$ cat config.mk
export PLATFORM = sky130hd
export DESIGN_NAME = i2c_master_byte_sequencer
export DESIGN_NICKNAME = d
export VERILOG_FILES = /design/src/hw/rtl/i2cms_pkg.sv /design/src/hw/rtl/i2cms_front.sv /design/src/hw/rtl/i2cms_queue.sv /design/src/hw/rtl/i2cms_back.sv /design/src/hw/rtl/i2c_master_byte_sequencer.sv
export SDC_FILE = /design/constraint.sdc
export NUM_CORES = 1
export LEC_CHECK = 0
export BUFFER_PORTS_ARGS = -buffer_cell sky130_fd_sc_hd__buf_4
export CELL_PAD_IN_SITES_DETAIL_PLACEMENT = 0
export CELL_PAD_IN_SITES_GLOBAL_PLACEMENT = 1
export CORE_MARGIN = 5
export CORE_UTILIZATION = 25
export DETAILED_ROUTE_END_ITERATION = 16
export PLACE_DENSITY = 0.58
export SYNTH_ARGS = -nofsm -noshare
export SYNTH_HDL_FRONTEND = slang
export SYNTH_SLANG_ARGS = --single-unit
$ cat constraint.sdc
create_clock -name i_clk -period 2.2 [get_ports i_clk]
set_input_delay 0.44 -clock i_clk [delete_from_list [all_inputs] [get_ports i_clk]]
set_output_delay 0.44 -clock i_clk [all_outputs]
set_load 0.005 [all_outputs]
$ cat src/hw/rtl/i2cms_pkg.sv
`timescale 1ns / 1ps

package i2cms_pkg;

    localparam logic [1:0] OP_START = 2'd0;
    localparam logic [1:0] OP_STOP  = 2'd1;
    localparam logic [1:0] OP_WRITE = 2'd2;
    localparam logic [1:0] OP_READ  = 2'd3;

    localparam int QUEUE_DEPTH = 2;
    localparam logic [7:0] PHASE_LEN_RESET = 8'd4;

    // Classified command: data is the byte shifted on the bus (write data or
    // the slave's byte), ack is the ack bit involved (slave ack or our ack).
    typedef struct packed {
        logic [1:0] op;
        logic [7:0] data;
        logic       ack;
    } t_cmd;

    typedef struct packed {
        logic       scl;
        logic       sda;
        logic       samp;
        logic       last;
        logic [7:0] rbyte;
        logic       ack;
    } t_phase;

    // Bus levels of one phase: tail selects the ack slot of a byte command,
    // bitn the bit in flight (MSB first), sub the phase within a bit or slot.
    function automatic t_phase phase_gen(t_cmd c, logic tail, logic [2:0] bitn,
                                         logic [1:0] sub);
        t_phase p;
        logic   b;
        p = '0;
        b = c.data[3'd7 - bitn];
        unique case (c.op)
            OP_START: begin
                p.scl  = (sub == 2'd1) || (sub == 2'd2);
                p.sda  = (sub == 2'd0) || (sub == 2'd1);
                p.last = (sub == 2'd3);
            end
            OP_STOP: begin
                p.scl  = (sub == 2'd1) || (sub == 2'd2);
                p.sda  = (sub == 2'd2) || (sub == 2'd3);
                p.last = (sub == 2'd3);
            end
            OP_WRITE: begin
                if (tail) begin
                    p.scl  = (sub == 2'd1) || (sub == 2'd2);
                    p.sda  = 1'b1;
                    p.samp = (sub == 2'd2);
                    p.last = (sub == 2'd3);
                    p.ack  = (sub == 2'd3) ? c.ack : 1'b0;
                end else begin
                    p.scl = (sub == 2'd1);
                    p.sda = b;
                end
            end
            OP_READ: begin
                if (tail) begin
                    p.scl   = (sub == 2'd1);
                    p.sda   = c.ack;
                    p.last  = (sub == 2'd2);
                    p.rbyte = (sub == 2'd2) ? c.data : 8'd0;
                end else begin
                    p.scl  = (sub == 2'd1);
                    p.sda  = 1'b1;
                    p.samp = (sub == 2'd1);
                end
            end
            default: p = '0;
        endcase
        return p;
    endfunction

endpackage

$ cat src/hw/rtl/i2cms_front.sv
`timescale 1ns / 1ps

module i2cms_front (
    input  logic                i_clk,
    input  logic                i_rst_n,
    input  logic                i_valid,
    output logic                o_stall,
    input  logic [1:0]          i_operation,
    input  logic [7:0]          i_write_data,
    input  logic                i_ack_to_send,
    input  logic [7:0]          i_slave_byte,
    input  logic                i_slave_ack,
    output logic                o_push,
    output i2cms_pkg::t_cmd     o_cmd,
    input  logic                i_full
);

    logic            r_valid;
    i2cms_pkg::t_cmd r_cmd;
    i2cms_pkg::t_cmd n_cmd;
    logic            accept;

    assign o_push  = r_valid && !i_full;
    assign o_stall = r_valid && i_full;
    assign accept  = i_valid && !o_stall;
    assign o_cmd   = r_cmd;

    // keep only the byte and ack bit that the command actually uses
    always_comb begin
        n_cmd    = '0;
        n_cmd.op = i_operation;
        unique case (i_operation)
            i2cms_pkg::OP_WRITE: begin
                n_cmd.data = i_write_data;
                n_cmd.ack  = i_slave_ack;
            end
            i2cms_pkg::OP_READ: begin
                n_cmd.data = i_slave_byte;
                n_cmd.ack  = i_ack_to_send;
            end
            default: begin
                n_cmd.data = 8'd0;
                n_cmd.ack  = 1'b0;
            end
        endcase
    end

    always_ff @(posedge i_clk) begin
        if (!i_rst_n) begin
            r_valid <= 1'b0;
        end else if (accept) begin
            r_valid <= 1'b1;
        end else if (o_push) begin
            r_valid <= 1'b0;
        end
    end

    always_ff @(posedge i_clk) begin
        if (accept) begin
            r_cmd <= n_cmd;
        end
    end

endmodule

$ cat src/hw/rtl/i2cms_queue.sv
`timescale 1ns / 1ps

module i2cms_queue #(
    parameter int Depth = i2cms_pkg::QUEUE_DEPTH
) (
    input  logic            i_clk,
    input  logic            i_rst_n,
    input  logic            i_push,
    input  i2cms_pkg::t_cmd i_cmd,
    output logic            o_full,
    input  logic            i_pop,
    output logic            o_empty,
    output i2cms_pkg::t_cmd o_cmd
);

    localparam int PtrW = (Depth > 1) ? $clog2(Depth) : 1;
    localparam int CntW = $clog2(Depth + 1);
    localparam logic [PtrW-1:0] PtrLast = PtrW'(Depth - 1);

    i2cms_pkg::t_cmd r_mem [Depth];
    logic [PtrW-1:0] r_wr_ptr;
    logic [PtrW-1:0] r_rd_ptr;
    logic [CntW-1:0] r_count;
    logic            do_push;
    logic            do_pop;

    assign o_full  = (r_count == CntW'(Depth));
    assign o_empty = (r_count == '0);
    assign do_push = i_push && !o_full;
    assign do_pop  = i_pop && !o_empty;
    assign o_cmd   = r_mem[r_rd_ptr];

    always_ff @(posedge i_clk) begin
        if (!i_rst_n) begin
            r_wr_ptr <= '0;
            r_rd_ptr <= '0;
            r_count  <= '0;
        end else begin
            if (do_push) begin
                r_wr_ptr <= (r_wr_ptr == PtrLast) ? '0 : r_wr_ptr + 1'b1;
            end
            if (do_pop) begin
                r_rd_ptr <= (r_rd_ptr == PtrLast) ? '0 : r_rd_ptr + 1'b1;
            end
            if (do_push && !do_pop) begin
                r_count <= r_count + 1'b1;
            end else if (do_pop && !do_push) begin
                r_count <= r_count - 1'b1;
            end
        end
    end

    always_ff @(posedge i_clk) begin
        if (do_push) begin
            r_mem[r_wr_ptr] <= i_cmd;
        end
    end

endmodule

$ cat src/hw/rtl/i2cms_back.sv
`timescale 1ns / 1ps

module i2cms_back (
    input  logic            i_clk,
    input  logic            i_rst_n,
    input  logic [7:0]      i_phase_length,
    input  logic            i_empty,
    input  i2cms_pkg::t_cmd i_cmd,
    output logic            o_pop,
    output logic            o_valid,
    input  logic            i_stall,
    output i2cms_pkg::t_phase o_phase
);

    logic              r_busy;
    i2cms_pkg::t_cmd   r_cmd;
    logic              r_tail;
    logic [2:0]        r_bit;
    logic [1:0]        r_sub;
    logic [7:0]        r_timer;
    logic              r_ovalid;
    i2cms_pkg::t_phase r_phase;
    i2cms_pkg::t_phase n_phase;
    logic              taken;
    logic              emit;
    logic              body_end;

    assign o_pop   = !r_busy && !i_empty;
    assign taken   = r_ovalid && !i_stall;
    // a new phase goes out once the previous one has been held long enough
    // and the output register is free
    assign emit    = r_busy && (r_timer == 8'd0) && (!r_ovalid || taken);
    assign n_phase = i2cms_pkg::phase_gen(r_cmd, r_tail, r_bit, r_sub);
    assign body_end = (r_cmd.op == i2cms_pkg::OP_WRITE) ? (r_sub == 2'd2)
                                                        : (r_sub == 2'd1);
    assign o_valid = r_ovalid;
    assign o_phase = r_phase;

    always_ff @(posedge i_clk) begin
        if (!i_rst_n) begin
            r_busy   <= 1'b0;
            r_tail   <= 1'b0;
            r_bit    <= 3'd0;
            r_sub    <= 2'd0;
            r_timer  <= 8'd0;
            r_ovalid <= 1'b0;
        end else begin
            if (emit) begin
                r_ovalid <= 1'b1;
            end else if (taken) begin
                r_ovalid <= 1'b0;
            end

            if (emit) begin
                r_timer <= (i_phase_length == 8'd0) ? 8'd0 : i_phase_length - 8'd1;
            end else if (r_timer != 8'd0) begin
                r_timer <= r_timer - 8'd1;
            end

            if (o_pop) begin
                r_busy <= 1'b1;
                r_tail <= 1'b0;
                r_bit  <= 3'd0;
                r_sub  <= 2'd0;
            end else if (emit) begin
                priority if (n_phase.last) begin
                    r_busy <= 1'b0;
                end else if (r_tail || r_cmd.op == i2cms_pkg::OP_START
                             || r_cmd.op == i2cms_pkg::OP_STOP) begin
                    r_sub <= r_sub + 2'd1;
                end else if (body_end) begin
                    r_sub <= 2'd0;
                    if (r_bit == 3'd7) begin
                        r_tail <= 1'b1;
                    end else begin
                        r_bit <= r_bit + 3'd1;
                    end
                end else begin
                    r_sub <= r_sub + 2'd1;
                end
            end
        end
    end

    always_ff @(posedge i_clk) begin
        if (o_pop) begin
            r_cmd <= i_cmd;
        end
        if (emit) begin
            r_phase <= n_phase;
        end
    end

endmodule

$ cat src/hw/rtl/i2c_master_byte_sequencer.sv
`timescale 1ns / 1ps
// channel   direction  handshake          payload
// command   in         i_valid / o_stall  operation, write_data, ack_to_send,
//                                         slave_byte, slave_ack
// phase     out        o_valid / i_stall  scl_level, sda_level, sample_point,
//                                         last_phase, read_byte, ack_received
// config    in         i_cfg_wr_en        i_cfg_wr_data = phase_length
//
// Start/stop, read and write take 4, 19 and 28 bus phases. The queue pull hides
// under the last hold, except at length 0 or 1, where it delays the next phase.
// An accepted command passes the input register, the queue and the command
// register before its first phase leaves the phase register. Reset is synchronous,
// active low; phase_length returns to 4. A stalled phase holds; the next one waits
// for the stall and the hold time. Commands queue up until queue and input register fill.

module i2c_master_byte_sequencer #(
    parameter int QueueDepth = i2cms_pkg::QUEUE_DEPTH
) (
    input  logic       i_clk,
    input  logic       i_rst_n,
    input  logic       i_cfg_wr_en,
    input  logic [7:0] i_cfg_wr_data,
    input  logic       i_valid,
    output logic       o_stall,
    input  logic [1:0] i_operation,
    input  logic [7:0] i_write_data,
    input  logic       i_ack_to_send,
    input  logic [7:0] i_slave_byte,
    input  logic       i_slave_ack,
    output logic       o_valid,
    input  logic       i_stall,
    output logic       o_scl_level,
    output logic       o_sda_level,
    output logic       o_sample_point,
    output logic       o_last_phase,
    output logic [7:0] o_read_byte,
    output logic       o_ack_received
);

    logic              r_phase_length;
    logic [7:0]        r_phase_len;
    logic              push;
    logic              full;
    logic              pop;
    logic              empty;
    i2cms_pkg::t_cmd   front_cmd;
    i2cms_pkg::t_cmd   queue_cmd;
    i2cms_pkg::t_phase phase;

    always_ff @(posedge i_clk) begin
        if (!i_rst_n) begin
            r_phase_len <= i2cms_pkg::PHASE_LEN_RESET;
        end else if (i_cfg_wr_en) begin
            r_phase_len <= i_cfg_wr_data;
        end
    end

    // marks that the length register has been written since reset
    always_ff @(posedge i_clk) begin
        if (!i_rst_n) begin
            r_phase_length <= 1'b0;
        end else if (i_cfg_wr_en) begin
            r_phase_length <= 1'b1;
        end
    end

    i2cms_front u_front (
        .i_clk        (i_clk),
        .i_rst_n      (i_rst_n),
        .i_valid      (i_valid),
        .o_stall      (o_stall),
        .i_operation  (i_operation),
        .i_write_data (i_write_data),
        .i_ack_to_send(i_ack_to_send),
        .i_slave_byte (i_slave_byte),
        .i_slave_ack  (i_slave_ack),
        .o_push       (push),
        .o_cmd        (front_cmd),
        .i_full       (full)
    );

    i2cms_queue #(
        .Depth(QueueDepth)
    ) u_queue (
        .i_clk  (i_clk),
        .i_rst_n(i_rst_n),
        .i_push (push),
        .i_cmd  (front_cmd),
        .o_full (full),
        .i_pop  (pop),
        .o_empty(empty),
        .o_cmd  (queue_cmd)
    );

    i2cms_back u_back (
        .i_clk         (i_clk),
        .i_rst_n       (i_rst_n),
        .i_phase_length((r_phase_length || r_phase_len != 8'd0) ? r_phase_len : 8'd1),
        .i_empty       (empty),
        .i_cmd         (queue_cmd),
        .o_pop         (pop),
        .o_valid       (o_valid),
        .i_stall       (i_stall),
        .o_phase       (phase)
    );

    assign o_scl_level    = phase.scl;
    assign o_sda_level    = phase.sda;
    assign o_sample_point = phase.samp;
    assign o_last_phase   = phase.last;
    assign o_read_byte    = phase.rbyte;
    assign o_ack_received = phase.ack;

endmodule
==> impl_metrics.prom, run 1 <==
# TYPE chip_impl_metric gauge
chip_impl_metric{name="yosys.cell_types.count",unit=""} 51
chip_impl_metric{name="cts.sinks",unit=""} 87
chip_impl_metric{name="ff2ff_setup_slack",unit="ns"} 0.16
chip_impl_metric{name="grt_first_pass_wirelength",unit="um"} 11600
chip_impl_info{name="clock-root-buffer",value="clkbuf_16"} 1
chip_impl_metric{name="report.final.hold_viol_count",unit=""} 0
chip_impl_info{name="tritoncts_clock_tree",value="done"} 1
chip_impl_metric{name="grt_use_total",unit="%"} 8.125
chip_impl_metric{name="wl_per_cell",unit="um"} 12.43
chip_impl_metric{name="async_flop_share",unit="%"} 0
chip_impl_metric{name="ant_nets",unit=""} 0
chip_impl_metric{name="area_growth",unit="%"} 27.04
chip_impl_metric{name="vias",unit=""} 2388
chip_impl_metric{name="number_of_diodes",unit=""} 0
chip_impl_metric{name="vias_in_the_first_global_route",unit=""} 2386
chip_impl_metric{name="maxCapViolCount",unit=""} 0
chip_impl_metric{name="grt_start_max_net_pins",unit=""} 24
chip_impl_metric{name="report.final.setup_viol",unit=""} 0
chip_impl_info{name="layout_commonest_cell",value="buf_4"} 1
chip_impl_metric{name="global_route.overflow_total",unit=""} 0
chip_impl_metric{name="tightest_slew",unit="ns"} 0.5563
chip_impl_metric{name="post_cts.repair.setup_buffers",unit=""} 0
chip_impl_metric{name="cts_max_level",unit=""} 3
chip_impl_metric{name="die_x_extent",unit="um"} 133.7
chip_impl_metric{name="required",unit="ns"} 2.41
chip_impl_metric{name="fin_util",unit="%"} 32.18
chip_impl_info{name="worst_setup_path_end_kind",value="register"} 1
chip_impl_metric{name="fin_cells",unit=""} 560
chip_impl_metric{name="place.detailed.instances",unit=""} 544
chip_impl_metric{name="maxSlewHeadroom",unit="%"} 62.86
chip_impl_info{name="rr_endpoint",value="u_back.r_timer[4]"} 1
chip_impl_metric{name="power_density",unit="mW/mm^2"} 1029
chip_impl_metric{name="drc",unit=""} 0
chip_impl_metric{name="synth_enable_flop_cells",unit=""} 57
chip_impl_metric{name="clkSlewWorstSetupHoldPaths",unit="ns"} 0.07
chip_impl_metric{name="synth.ff_latch_count",unit=""} 87
chip_impl_info{name="startpoint",value="r_phase_len[4]"} 1
chip_impl_metric{name="synthesis.instances",unit=""} 299
chip_impl_metric{name="io-pin-count",unit=""} 48
chip_impl_metric{name="antenna_violations_before_repair",unit=""} 0
chip_impl_metric{name="maximum_vdd_ir_drop",unit="uV"} 526.8
chip_impl_metric{name="ff2ff_path_depth",unit=""} 7
chip_impl_metric{name="worst-endpoint-arrival",unit="ns"} 2.25
chip_impl_metric{name="mappedNetlistNets",unit=""} 341
chip_impl_metric{name="avgViaCountPerCell",unit=""} 4.264
chip_impl_info{name="layout_common_cells",value="66 x buf_4, 57 x edfxtp_1, 30 x dfxtp_1"} 1
chip_impl_metric{name="clock_path_buffers",unit=""} 2
chip_impl_metric{name="fin_setup_tns",unit="ns"} 0
chip_impl_metric{name="share_of_final_layout_standard_cells_stronger_than_drive_strength_1",unit="%"} 27.69
chip_impl_metric{name="synthDominantCellAreaShare",unit="%"} 44.78
chip_impl_info{name="grt_setup_unrepaired",value="no"} 1
chip_impl_metric{name="drt_first_iter_violations",unit=""} 90
chip_impl_metric{name="part_of_the_yosys_area_used_for_sequential_elements",unit="%"} 60.49
chip_impl_info{name="start_kind",value="register"} 1
chip_impl_metric{name="gpl.final_weighted_congestion",unit=""} 0.8450
chip_impl_info{name="critPathCapture",value="u_back.r_timer[4]"} 1
chip_impl_metric{name="syn_area",unit="mm^2"} 0.003822
chip_impl_metric{name="dr.pass1.iters",unit=""} 4
chip_impl_metric{name="dieArea",unit="mm^2"} 0.01786
chip_impl_info{name="synth.largest_area_cell",value="edfxtp_1"} 1
chip_impl_metric{name="synth.avg_cell_area",unit="um^2"} 12.78
chip_impl_info{name="min-delay-start",value="i_valid"} 1
chip_impl_metric{name="buffer_ports.inserted",unit=""} 47
chip_impl_info{name="worstHoldPathType",value="primary input to register"} 1
chip_impl_metric{name="cts_inserted_buffers",unit=""} 9
chip_impl_metric{name="fmaxAchievable",unit="GHz"} 0.4905
chip_impl_metric{name="power_leakage",unit="nW"} 1.848
chip_impl_metric{name="initial_core_util",unit="%"} 25.33
chip_impl_metric{name="post-dp-hpwl",unit="um"} 5181
chip_impl_info{name="run_status",value="finished clean"} 1
chip_impl_metric{name="clock_skew",unit="ns"} 0.008001
chip_impl_info{name="reg2reg_from",value="r_phase_len[4]"} 1
chip_impl_metric{name="fp-row-count",unit=""} 45
chip_impl_metric{name="fillers",unit=""} 1510
chip_impl_metric{name="final_net_count",unit=""} 409
chip_impl_metric{name="final-max-slew-violation-count",unit=""} 0
chip_impl_info{name="synth_top_cells_by_area",value="edfxtp_1 45%, dfxtp_1 16%, mux2i_1 4.7%"} 1
chip_impl_metric{name="die_height",unit="um"} 133.7
chip_impl_metric{name="clock_latency",unit="ns"} 0.34
chip_impl_metric{name="final_min_period_over_clock_period",unit="%"} 92.66
chip_impl_info{name="crit_type",value="register to register"} 1
chip_impl_metric{name="yosysWarningCount",unit=""} 0
chip_impl_metric{name="post-layout-total-power",unit="W"} 0.004995
chip_impl_metric{name="period_needed",unit="ns"} 2.039
chip_impl_metric{name="placeableCoreArea",unit="mm^2"} 0.01509
chip_impl_info{name="synth_top_flop_cell",value="edfxtp_1"} 1
chip_impl_metric{name="totalWireLength",unit="um"} 6959
chip_impl_metric{name="critical_path_maximum_fanout",unit=""} 4
[timing repair]
item / in CTS / in global routing
resized for setup: 0 / 1
hold buffers: 0 / 0
endpoints found under the setup margin: 0 / 1
[power breakdown]
group,switching (W),internal [W]
sequential,0.000204,0.00207
combinational,0.000540,0.000582
clock,0.000682,0.000915
[sequential cells by signal (all words and copies together), names as in the netlist, 3 cells and up]
name	cells
u_queue.r_mem	22
u_back.r_timer	8
u_back.r_cmd	11
r_phase_len	8
u_back.r_bit	3
u_front.o_cmd	11
u_back.o_phase	13
[metrics by stage]
stage	hold WS, ns	cell area [um^2]	setup slack [ns]
final	0.3117	4856	0.1614
after global routing	0.3125	4856	0.02619
after CTS	0.3001	4850	0.1297
after detailed placement	0.4313	4527	0.07358
after global placement	0.4281	4527	0.07287
after floorplan	0.4215	3822	0.04119
[layer usage]
| layer | GRT usage, % | part of all wire (%) | vias up | wire (um) |
|---|---|---|---|---|
| met4 | 4.114 | 2.0 | 0 | 139 |
| met3 | 2.002 | 3.7 | 8 | 259 |
| met2 | 12.87 | 47 | 40 | 3303 |
| met1 | 10.33 | 47 | 1088 | 3256 |
| li1 | - | - | 1252 | - |
| met5 | 0 | 0 | - | 0 |
[worst min-delay path by stage]
stage / endpoint / slack (ns) / cells after the start
CTS: u_front.r_valid / 0.30 / 2
global route: r_phase_len[2] / 0.31 / 3
floorplan: u_queue.r_mem[0][0] / 0.42 / 0
global placement: u_queue.r_mem[0][2] / 0.43 / 0
finish: u_front.r_valid / 0.31 / 2
detailed placement: u_queue.r_mem[0][9] / 0.43 / 0
[cell usage after synthesis, drive strengths merged, types with 3 or more instances]
library cell	number
nor2	8
nand2b	3
inv	12
mux2i	18
o21ai	7
dfxtp	30
edfxtp	57
nor3	6
o211ai	3
nor4	4
or4	3
mux2	12
xnor2	5
a21oi	10
o31ai	5
clkbuf	7
and2	11
xor2	4
nand2	14
or3	3
buf	3
ha	9
nand3	7
nand3b	3
a31oi	5
nor2b	20
[layout make-up]
type / count / area, um^2 / share of cell area [%]
Multi-Input combinational cell: 190 / 1425 / 29.35
Sequential cell: 87 / 2312 / 47.62
Timing Repair Buffer: 67 / 515.5 / 10.62
Clock inverter: 7 / 97.59 / 2.010
Tap cell: 188 / 235.2 / 4.844
Inverter: 12 / 45.04 / 0.9276
Clock buffer: 9 / 225.2 / 4.638
[worst max-delay path, stage by stage (launching register included)]
cell and delay (ns):
dfxtp_1 0.32, nor4_1 0.46, a31oi_2 0.19, ha_1 0.26
or3b_2 0.24, nor3_1 0.05, a211oi_1 0.31, nor3_1 0.09
[kinds of logic (layout without fill, tap and decap cells)]
group	Yosys count	after routing	share of synthesized area (%)
mux	32	32	9.427
buf+inv	22	95	2.389
fa+ha+maj	9	9	2.946
flops	87	87	60.49
simple gates	92	92	14.08
compound gates	48	48	8.609
xor+xnor	9	9	2.062
Power figures use the tool's default switching activity.
==> run 2, diff against run 1 <==
- ABC_AREA: default -> 1
- PLACE_DENSITY: 0.58 -> 0.6
==> run 2 against run 1 <==
Effect of this change:
- first-iteration DRC count up 22%
- flip-flop and latch count unchanged
- sequential power up 2%
- clock power down 7%
- utilization down 1.2 points
- clock-buffer cell count unchanged
==> impl_metrics.prom, run 2 <==
# TYPE chip_impl_metric gauge
chip_impl_metric{name="largest_register_ffs",unit=""} 22
chip_impl_info{name="tritoncts_clock_tree",value="done"} 1
chip_impl_metric{name="avgViaCountPerCell",unit=""} 4.118
chip_impl_metric{name="area_after_detailed_placement",unit="mm^2"} 0.004385
chip_impl_metric{name="clock_latency",unit="ns"} 0.34
chip_impl_metric{name="post_cts.repair.setup_buffers",unit=""} 0
chip_impl_info{name="synth_top_flop_cell",value="edfxtp_1"} 1
chip_impl_metric{name="critical_path_maximum_fanout",unit=""} 8
chip_impl_info{name="run_status",value="finished clean"} 1
chip_impl_metric{name="critical_path_cell_count",unit=""} 10
chip_impl_info{name="timing.critical_path.cells",value="nor2_1 > nand2_1 > nor4_1 > nor2_1 > ha_1 > nand2_1 > nor2_1 > nor2_8 > nand3_1 > a21oi_1"} 1
chip_impl_metric{name="fp-row-count",unit=""} 45
chip_impl_metric{name="final_net_count",unit=""} 485
chip_impl_metric{name="fillers",unit=""} 1585
chip_impl_metric{name="synth.ff_latch_count",unit=""} 87
chip_impl_metric{name="placeableCoreArea",unit="mm^2"} 0.01509
chip_impl_info{name="synth.largest_area_cell",value="edfxtp_1"} 1
chip_impl_info{name="clock-root-buffer",value="clkbuf_16"} 1
chip_impl_metric{name="io-pin-count",unit=""} 48
chip_impl_metric{name="report.final.hold_viol_count",unit=""} 0
chip_impl_metric{name="clock_skew",unit="ns"} 0.008321
chip_impl_metric{name="fin_ws",unit="ns"} 0.2793
chip_impl_metric{name="maximum_vdd_ir_drop",unit="uV"} 481.6
chip_impl_metric{name="place.detailed.instances",unit=""} 620
chip_impl_metric{name="drc",unit=""} 0
chip_impl_metric{name="worst-path-buf-inv",unit=""} 0
chip_impl_metric{name="synthesis.instances",unit=""} 391
chip_impl_info{name="layout_commonest_cell",value="nand2_1"} 1
chip_impl_metric{name="antenna_violations_before_repair",unit=""} 0
chip_impl_info{name="worstHoldPathType",value="primary input to register"} 1
chip_impl_metric{name="number_of_diodes",unit=""} 0
chip_impl_info{name="synth_top_cells_by_area",value="edfxtp_1 45%, dfxtp_1 16%, nand2_1 8.4%"} 1
chip_impl_metric{name="clkSlewWorstSetupHoldPaths",unit="ns"} 0.07
chip_impl_info{name="worst_setup_path_end_kind",value="register"} 1
chip_impl_metric{name="fin_area",unit="mm^2"} 0.004681
chip_impl_metric{name="part_of_the_yosys_area_used_for_sequential_elements",unit="%"} 60.59
chip_impl_metric{name="clock_path_buffers",unit=""} 2
chip_impl_metric{name="final_min_period_over_clock_period",unit="%"} 87.30
chip_impl_metric{name="synth_enable_flop_cells",unit=""} 57
chip_impl_metric{name="ant_nets",unit=""} 0
chip_impl_metric{name="grt_use_total",unit="%"} 8.246
chip_impl_metric{name="vias_in_the_first_global_route",unit=""} 2586
chip_impl_metric{name="yosys.cell_types.count",unit=""} 32
chip_impl_metric{name="syn_area",unit="mm^2"} 0.003816
chip_impl_info{name="timing.critical_path.max_delay_family",value="simple AND/OR/NAND/NOR gates"} 1
chip_impl_metric{name="tightest_slew",unit="ns"} 0.4111
chip_impl_metric{name="dr.pass1.iters",unit=""} 4
chip_impl_metric{name="synth.avg_cell_area",unit="um^2"} 9.760
chip_impl_metric{name="drt_first_iter_violations",unit=""} 110
chip_impl_metric{name="fin_util",unit="%"} 31.02
chip_impl_metric{name="hold-path-cell-count",unit=""} 3
chip_impl_metric{name="report.final.setup_viol",unit=""} 0
chip_impl_metric{name="final-max-slew-violation-count",unit=""} 0
chip_impl_info{name="crit_path_frequent_cell",value="nor2_1"} 1
chip_impl_metric{name="cpPeakStageDelay",unit="ns"} 0.35
chip_impl_metric{name="cts.sinks",unit=""} 87
chip_impl_metric{name="die_height",unit="um"} 133.6
chip_impl_metric{name="ff2ff_path_depth",unit=""} 10
chip_impl_metric{name="cts.hold.buffers_added",unit=""} 0
chip_impl_metric{name="share_of_final_layout_standard_cells_stronger_than_drive_strength_1",unit="%"} 17.63
chip_impl_metric{name="post-dp-hpwl",unit="um"} 5268
chip_impl_info{name="registers.top_by_ff_count",value="u_queue.r_mem"} 1
chip_impl_metric{name="post_cts.resized_instances",unit=""} 0
chip_impl_metric{name="initial_core_util",unit="%"} 25.29
chip_impl_metric{name="synthDominantCellAreaShare",unit="%"} 44.85
chip_impl_metric{name="dp_slack",unit="ns"} 0.2911
chip_impl_info{name="yosys.cell_count.top_type",value="nand2_1"} 1
chip_impl_metric{name="vias",unit=""} 2619
chip_impl_metric{name="power_density",unit="mW/mm^2"} 1099
chip_impl_info{name="layout_common_cells",value="85 x nand2_1, 57 x edfxtp_1, 51 x buf_4"} 1
chip_impl_metric{name="yosysWarningCount",unit=""} 0
chip_impl_metric{name="grt_first_pass_wirelength",unit="um"} 11960
chip_impl_metric{name="buffer_ports.inserted",unit=""} 47
chip_impl_metric{name="die_x_extent",unit="um"} 133.6
chip_impl_info{name="yosys-top-cells-count",value="85 x nand2_1, 57 x edfxtp_1, 47 x inv_1"} 1
chip_impl_metric{name="dieArea",unit="mm^2"} 0.01784
chip_impl_metric{name="worst-endpoint-arrival",unit="ns"} 2.18
chip_impl_metric{name="power_leakage",unit="nW"} 1.877
chip_impl_metric{name="global_route.overflow_total",unit=""} 0
chip_impl_metric{name="totalWireLength",unit="um"} 7081
chip_impl_metric{name="async_flop_share",unit="%"} 0
chip_impl_metric{name="maxSlewHeadroom",unit="%"} 72.51
chip_impl_metric{name="fin_cells",unit=""} 636
chip_impl_metric{name="fmaxAchievable",unit="GHz"} 0.5207
chip_impl_metric{name="grt_start_max_net_pins",unit=""} 20
chip_impl_metric{name="maxCapViolCount",unit=""} 0
chip_impl_metric{name="cts_inserted_buffers",unit=""} 9
chip_impl_metric{name="cts_max_level",unit=""} 3
chip_impl_metric{name="gpl.final_weighted_congestion",unit=""} 0.7923
chip_impl_metric{name="period_needed",unit="ns"} 1.921
chip_impl_metric{name="mappedNetlistNets",unit=""} 433
chip_impl_metric{name="fin_setup_tns",unit="ns"} 0
chip_impl_info{name="grt_setup_unrepaired",value="no"} 1
chip_impl_info{name="critical-path-slowest-cell",value="dfxtp_1"} 1
chip_impl_info{name="crit_type",value="register to register"} 1
chip_impl_metric{name="wl_per_cell",unit="um"} 11.13
chip_impl_metric{name="required",unit="ns"} 2.46
chip_impl_info{name="start_kind",value="register"} 1
chip_impl_metric{name="area_growth",unit="%"} 22.66
[run 2: changes by cell type after synthesis, moves of 11 or more]
cell,before,now
o21ai_0,7,24
a21oi_1,10,33
nor2_1,8,31
inv_1,11,47
nand3_1,7,27
nor2b_1,20,0
mux2_2,12,0
and2_1,11,0
nand2_1,14,85
mux2i_1,18,0
[run 2: path summary, 6_finish.rpt]
kind / slack [ns] / endpoint / start
worst max-delay path: 0.28 / u_back.r_timer[7] / r_phase_len[2]
worst min-delay path: 0.33 / r_phase_len[3] / i_cfg_wr_data[3]
worst max register to register: 0.28 / u_back.r_timer[7] / r_phase_len[2]
worst min register to register: 0.45 / u_queue.r_mem[1][0] / u_front.o_cmd[0]
[run 2: power breakdown]
| part | switching, W | total [W] | leakage, nW | internal [W] |
|---|---|---|---|---|
| combinational | 0.000843 | 0.00133 | 0.942 | 0.000485 |
| clock | 0.000685 | 0.00149 | 0.144 | 0.000803 |
| sequential | 0.000191 | 0.00233 | 0.791 | 0.00214 |
| total | 0.00172 | 0.00514 | 1.88 | 0.00342 |
[run 2: routing by layer]
layer	part of all wire (%)	global-route usage, %	vias to the layer above
met3	3.5	2.153	7
met1	50	10.97	1159
li1	-	-	1414
met4	1.7	4.057	0
met2	45	12.44	39
met5	0	0	-
[run 2: cell type report]
class	instances	area [um^2]	share of cell area, %
clock buffer	9	225.2	4.812
clock inverter	7	70.07	1.497
inverter	49	185.2	3.956
multi-input combinational	245	1270	27.13
sequential	87	2312	49.40
tap	188	235.2	5.025
timing repair buffer	51	382.9	8.180
[run 2: stage by stage]
stage / hold slack, ns / total power (W)
floorplan: 0.4215 / 0.003294
global placement: 0.4255 / 0.003677
detailed placement: 0.4313 / 0.003700
CTS: 0.3243 / 0.005206
global route: 0.3359 / 0.005509
finish: 0.3320 / 0.005142
[run 2: worst register-to-register path, stage by stage (launching register included)]
cell	delay [ns]
dfxtp_1	0.35
nor2_1	0.24
nand2_1	0.10
nor4_1	0.24
nor2_1	0.10
ha_1	0.22
nand2_1	0.11
nor2_1	0.10
nor2_8	0.16
nand3_1	0.10
a21oi_1	0.14
[run 2: cells by family after synthesis]
family | share of synthesized area, %
adder cells (fa/ha/maj) | 2.951
buffers and inverters | 6.131
XOR/XNOR | 1.836
flip-flops | 60.59
AO/OA/AOI/OAI | 9.049
AND/OR/NAND/NOR | 19.44
==> run 3, diff against run 2 <==
- ABC_AREA: 1 -> default
- CORE_MARGIN: 5 -> default
- PLACE_DENSITY: 0.6 -> 0.58
==> run 3 against run 2 <==
Effect of this change:
- the flow now finishes with violations (design-rule violations)
- clock skew fell by 0.0048 ns
- worst hold slack worse by 0.010 ns
- via count shrank 7.4%
- setup slack got worse by 0.13 ns
- largest cell class unchanged
- power shrank 6.2%
- critical path type unchanged
==> impl_metrics.prom, run 3 (same netlist as run 1, synthesis figures left out) <==
# TYPE chip_impl_metric gauge
chip_impl_info{name="run_status",value="finished, violations left"} 1
chip_impl_info{name="violations_in_the_final_reports",value="design-rule violations"} 1
chip_impl_info{name="start_kind",value="register"} 1
chip_impl_metric{name="hold-path-cell-count",unit=""} 2
chip_impl_info{name="critical-path-slowest-cell",value="or4b_1"} 1
chip_impl_metric{name="ff2ff_setup_slack",unit="ns"} 0.15
chip_impl_metric{name="vias_in_the_first_global_route",unit=""} 2527
chip_impl_info{name="registers.top_by_ff_count",value="u_queue.r_mem"} 1
chip_impl_metric{name="maximum_vdd_ir_drop",unit="uV"} 430.1
chip_impl_info{name="min-delay-start",value="i_valid"} 1
chip_impl_info{name="worstHoldPathType",value="primary input to register"} 1
chip_impl_metric{name="fin_area",unit="mm^2"} 0.004805
chip_impl_info{name="clock-root-buffer",value="clkbuf_16"} 1
chip_impl_metric{name="gpl.final_weighted_congestion",unit=""} 0.7810
chip_impl_metric{name="cts.hold.buffers_added",unit=""} 0
chip_impl_metric{name="post-layout-total-power",unit="W"} 0.004823
chip_impl_metric{name="maxCapViolCount",unit=""} 0
chip_impl_metric{name="largest_register_ffs",unit=""} 22
chip_impl_metric{name="die_x_extent",unit="um"} 125.7
chip_impl_metric{name="fp-row-count",unit=""} 44
chip_impl_info{name="reg2reg_from",value="u_back.r_timer[2]"} 1
chip_impl_metric{name="totalWireLength",unit="um"} 6866
chip_impl_metric{name="place.detailed.instances",unit=""} 541
chip_impl_metric{name="required",unit="ns"} 2.46
chip_impl_metric{name="vias",unit=""} 2426
chip_impl_metric{name="period_needed",unit="ns"} 2.046
chip_impl_metric{name="area_growth",unit="%"} 25.70
chip_impl_metric{name="final_net_count",unit=""} 410
chip_impl_info{name="tritoncts_clock_tree",value="done"} 1
chip_impl_metric{name="report.final.setup_viol",unit=""} 0
chip_impl_metric{name="power_leakage",unit="nW"} 1.830
chip_impl_info{name="crit_type",value="register to register"} 1
chip_impl_metric{name="report.final.hold_viol_count",unit=""} 0
chip_impl_metric{name="worst-endpoint-arrival",unit="ns"} 2.30
chip_impl_metric{name="avgViaCountPerCell",unit=""} 4.355
chip_impl_metric{name="critical_path_maximum_fanout",unit=""} 5
chip_impl_metric{name="routed-wl-met3",unit="um"} 261
chip_impl_metric{name="ff2ff_path_depth",unit=""} 4
chip_impl_info{name="grt_setup_unrepaired",value="no"} 1
chip_impl_metric{name="area_after_detailed_placement",unit="mm^2"} 0.004517
chip_impl_info{name="highest_layer",value="met4"} 1
chip_impl_info{name="layout_commonest_cell",value="buf_4"} 1
chip_impl_metric{name="clock_skew",unit="ns"} 0.003546
chip_impl_metric{name="post-dp-hpwl",unit="um"} 5069
chip_impl_metric{name="initial_core_util",unit="%"} 26.00
chip_impl_metric{name="clock_latency",unit="ns"} 0.33
chip_impl_metric{name="maxSlewHeadroom",unit="%"} 62.58
chip_impl_metric{name="fmaxAchievable",unit="GHz"} 0.4888
chip_impl_metric{name="dr.pass1.iters",unit=""} 10
chip_impl_metric{name="io-pin-count",unit=""} 48
chip_impl_metric{name="tightest_slew",unit="ns"} 0.5606
chip_impl_metric{name="clock_path_buffers",unit=""} 2
chip_impl_metric{name="wl_per_cell",unit="um"} 12.33
chip_impl_metric{name="grt_start_max_net_pins",unit=""} 24
chip_impl_metric{name="final-max-slew-violation-count",unit=""} 0
chip_impl_metric{name="ant_nets",unit=""} 0
chip_impl_metric{name="post_cts.repair.setup_buffers",unit=""} 0
chip_impl_metric{name="grt_use_total",unit="%"} 9.424
chip_impl_metric{name="antenna_violations_before_repair",unit=""} 0
chip_impl_metric{name="fillers",unit=""} 1450
chip_impl_metric{name="drc",unit=""} 2
chip_impl_metric{name="placeableCoreArea",unit="mm^2"} 0.01470
chip_impl_metric{name="final_min_period_over_clock_period",unit="%"} 92.99
chip_impl_metric{name="fin_cells",unit=""} 557
chip_impl_metric{name="share_of_final_layout_standard_cells_stronger_than_drive_strength_1",unit="%"} 28.15
chip_impl_metric{name="worst-path-buf-inv",unit=""} 0
chip_impl_metric{name="cts.sinks",unit=""} 87
chip_impl_metric{name="timing.hold.ws",unit="ns"} 0.3219
chip_impl_metric{name="die_height",unit="um"} 125.7
chip_impl_metric{name="buffer_ports.inserted",unit=""} 47
chip_impl_metric{name="wl_met1",unit="um"} 3351
chip_impl_info{name="layout_common_cells",value="68 x buf_4, 57 x edfxtp_1, 29 x dfxtp_1"} 1
chip_impl_metric{name="cts_inserted_buffers",unit=""} 9
chip_impl_metric{name="global_route.overflow_total",unit=""} 0
chip_impl_metric{name="drt_first_iter_violations",unit=""} 119
chip_impl_metric{name="grt_first_pass_wirelength",unit="um"} 11760
chip_impl_metric{name="cts_max_level",unit=""} 3
chip_impl_metric{name="post_cts.resized_instances",unit=""} 0
chip_impl_info{name="timing.critical_path.cells",value="nor4_4 > or4b_1 > or4_1 > a21oi_1"} 1
chip_impl_metric{name="clkSlewWorstSetupHoldPaths",unit="ns"} 0.06
chip_impl_metric{name="dieArea",unit="mm^2"} 0.01579
chip_impl_info{name="rr_endpoint",value="u_back.r_sub[0]"} 1
chip_impl_metric{name="cpPeakStageDelay",unit="ns"} 0.57
chip_impl_info{name="holdPathEnd",value="u_front.r_valid"} 1
chip_impl_info{name="timing.critical_path.max_delay_family",value="simple AND/OR/NAND/NOR gates"} 1
chip_impl_metric{name="number_of_diodes",unit=""} 0
chip_impl_metric{name="fin_setup_tns",unit="ns"} 0
chip_impl_info{name="worst_setup_path_end_kind",value="register"} 1
chip_impl_metric{name="power_density",unit="mW/mm^2"} 1004
chip_impl_metric{name="met2_wirelength",unit="um"} 3039
## run 3: area by class of cell
class / instances / area [um^2] / share of cell area, %
tap: 184 / 230.2 / 4.792
sequential: 87 / 2313 / 48.15
clock inverter: 7 / 53.80 / 1.120
multi-input combinational: 190 / 1426 / 29.69
timing repair buffer: 68 / 510.5 / 10.63
clock buffer: 9 / 225.2 / 4.687
inverter: 12 / 45.04 / 0.9375
## run 3: layer usage
layer	vias to the layer above	global-route usage (%)
met2	49	14.41
met5	-	0
li1	1250	-
met4	0	5.093
met3	15	2.804
met1	1112	11.96
## run 3: stage by stage
step | util, % | setup WS (ns)
after floorplan | - | 0.04119
after global placement | 30.73 | 0.06955
after detailed placement | 30.73 | 0.03481
after CTS | 32.63 | 0.1143
after global routing | 32.69 | 0.0006350
final | 32.69 | 0.1541
## run 3: worst max path at each step
| stage | startpoint | to | cells after the start |
|---|---|---|---|
| final | u_back.r_timer[2] | u_back.r_sub[0] | 4 |
| after global routing | r_phase_len[0] | u_back.r_timer[4] | 7 |
| after CTS | r_phase_len[5] | u_back.r_timer[6] | 7 |
| after detailed placement | i_stall | u_back.r_sub[0] | 5 |
| after global placement | i_stall | u_back.r_sub[0] | 5 |
| after floorplan | r_phase_len[4] | u_back.r_timer[6] | 8 |
## run 3: report_power, final
part	switching (W)	internal [W]	total [W]
Sequential	0.000207	0.00207	0.00228
Combinational	0.000544	0.000577	0.00112
Clock	0.000643	0.000777	0.00142
Total	0.00139	0.00343	0.00482
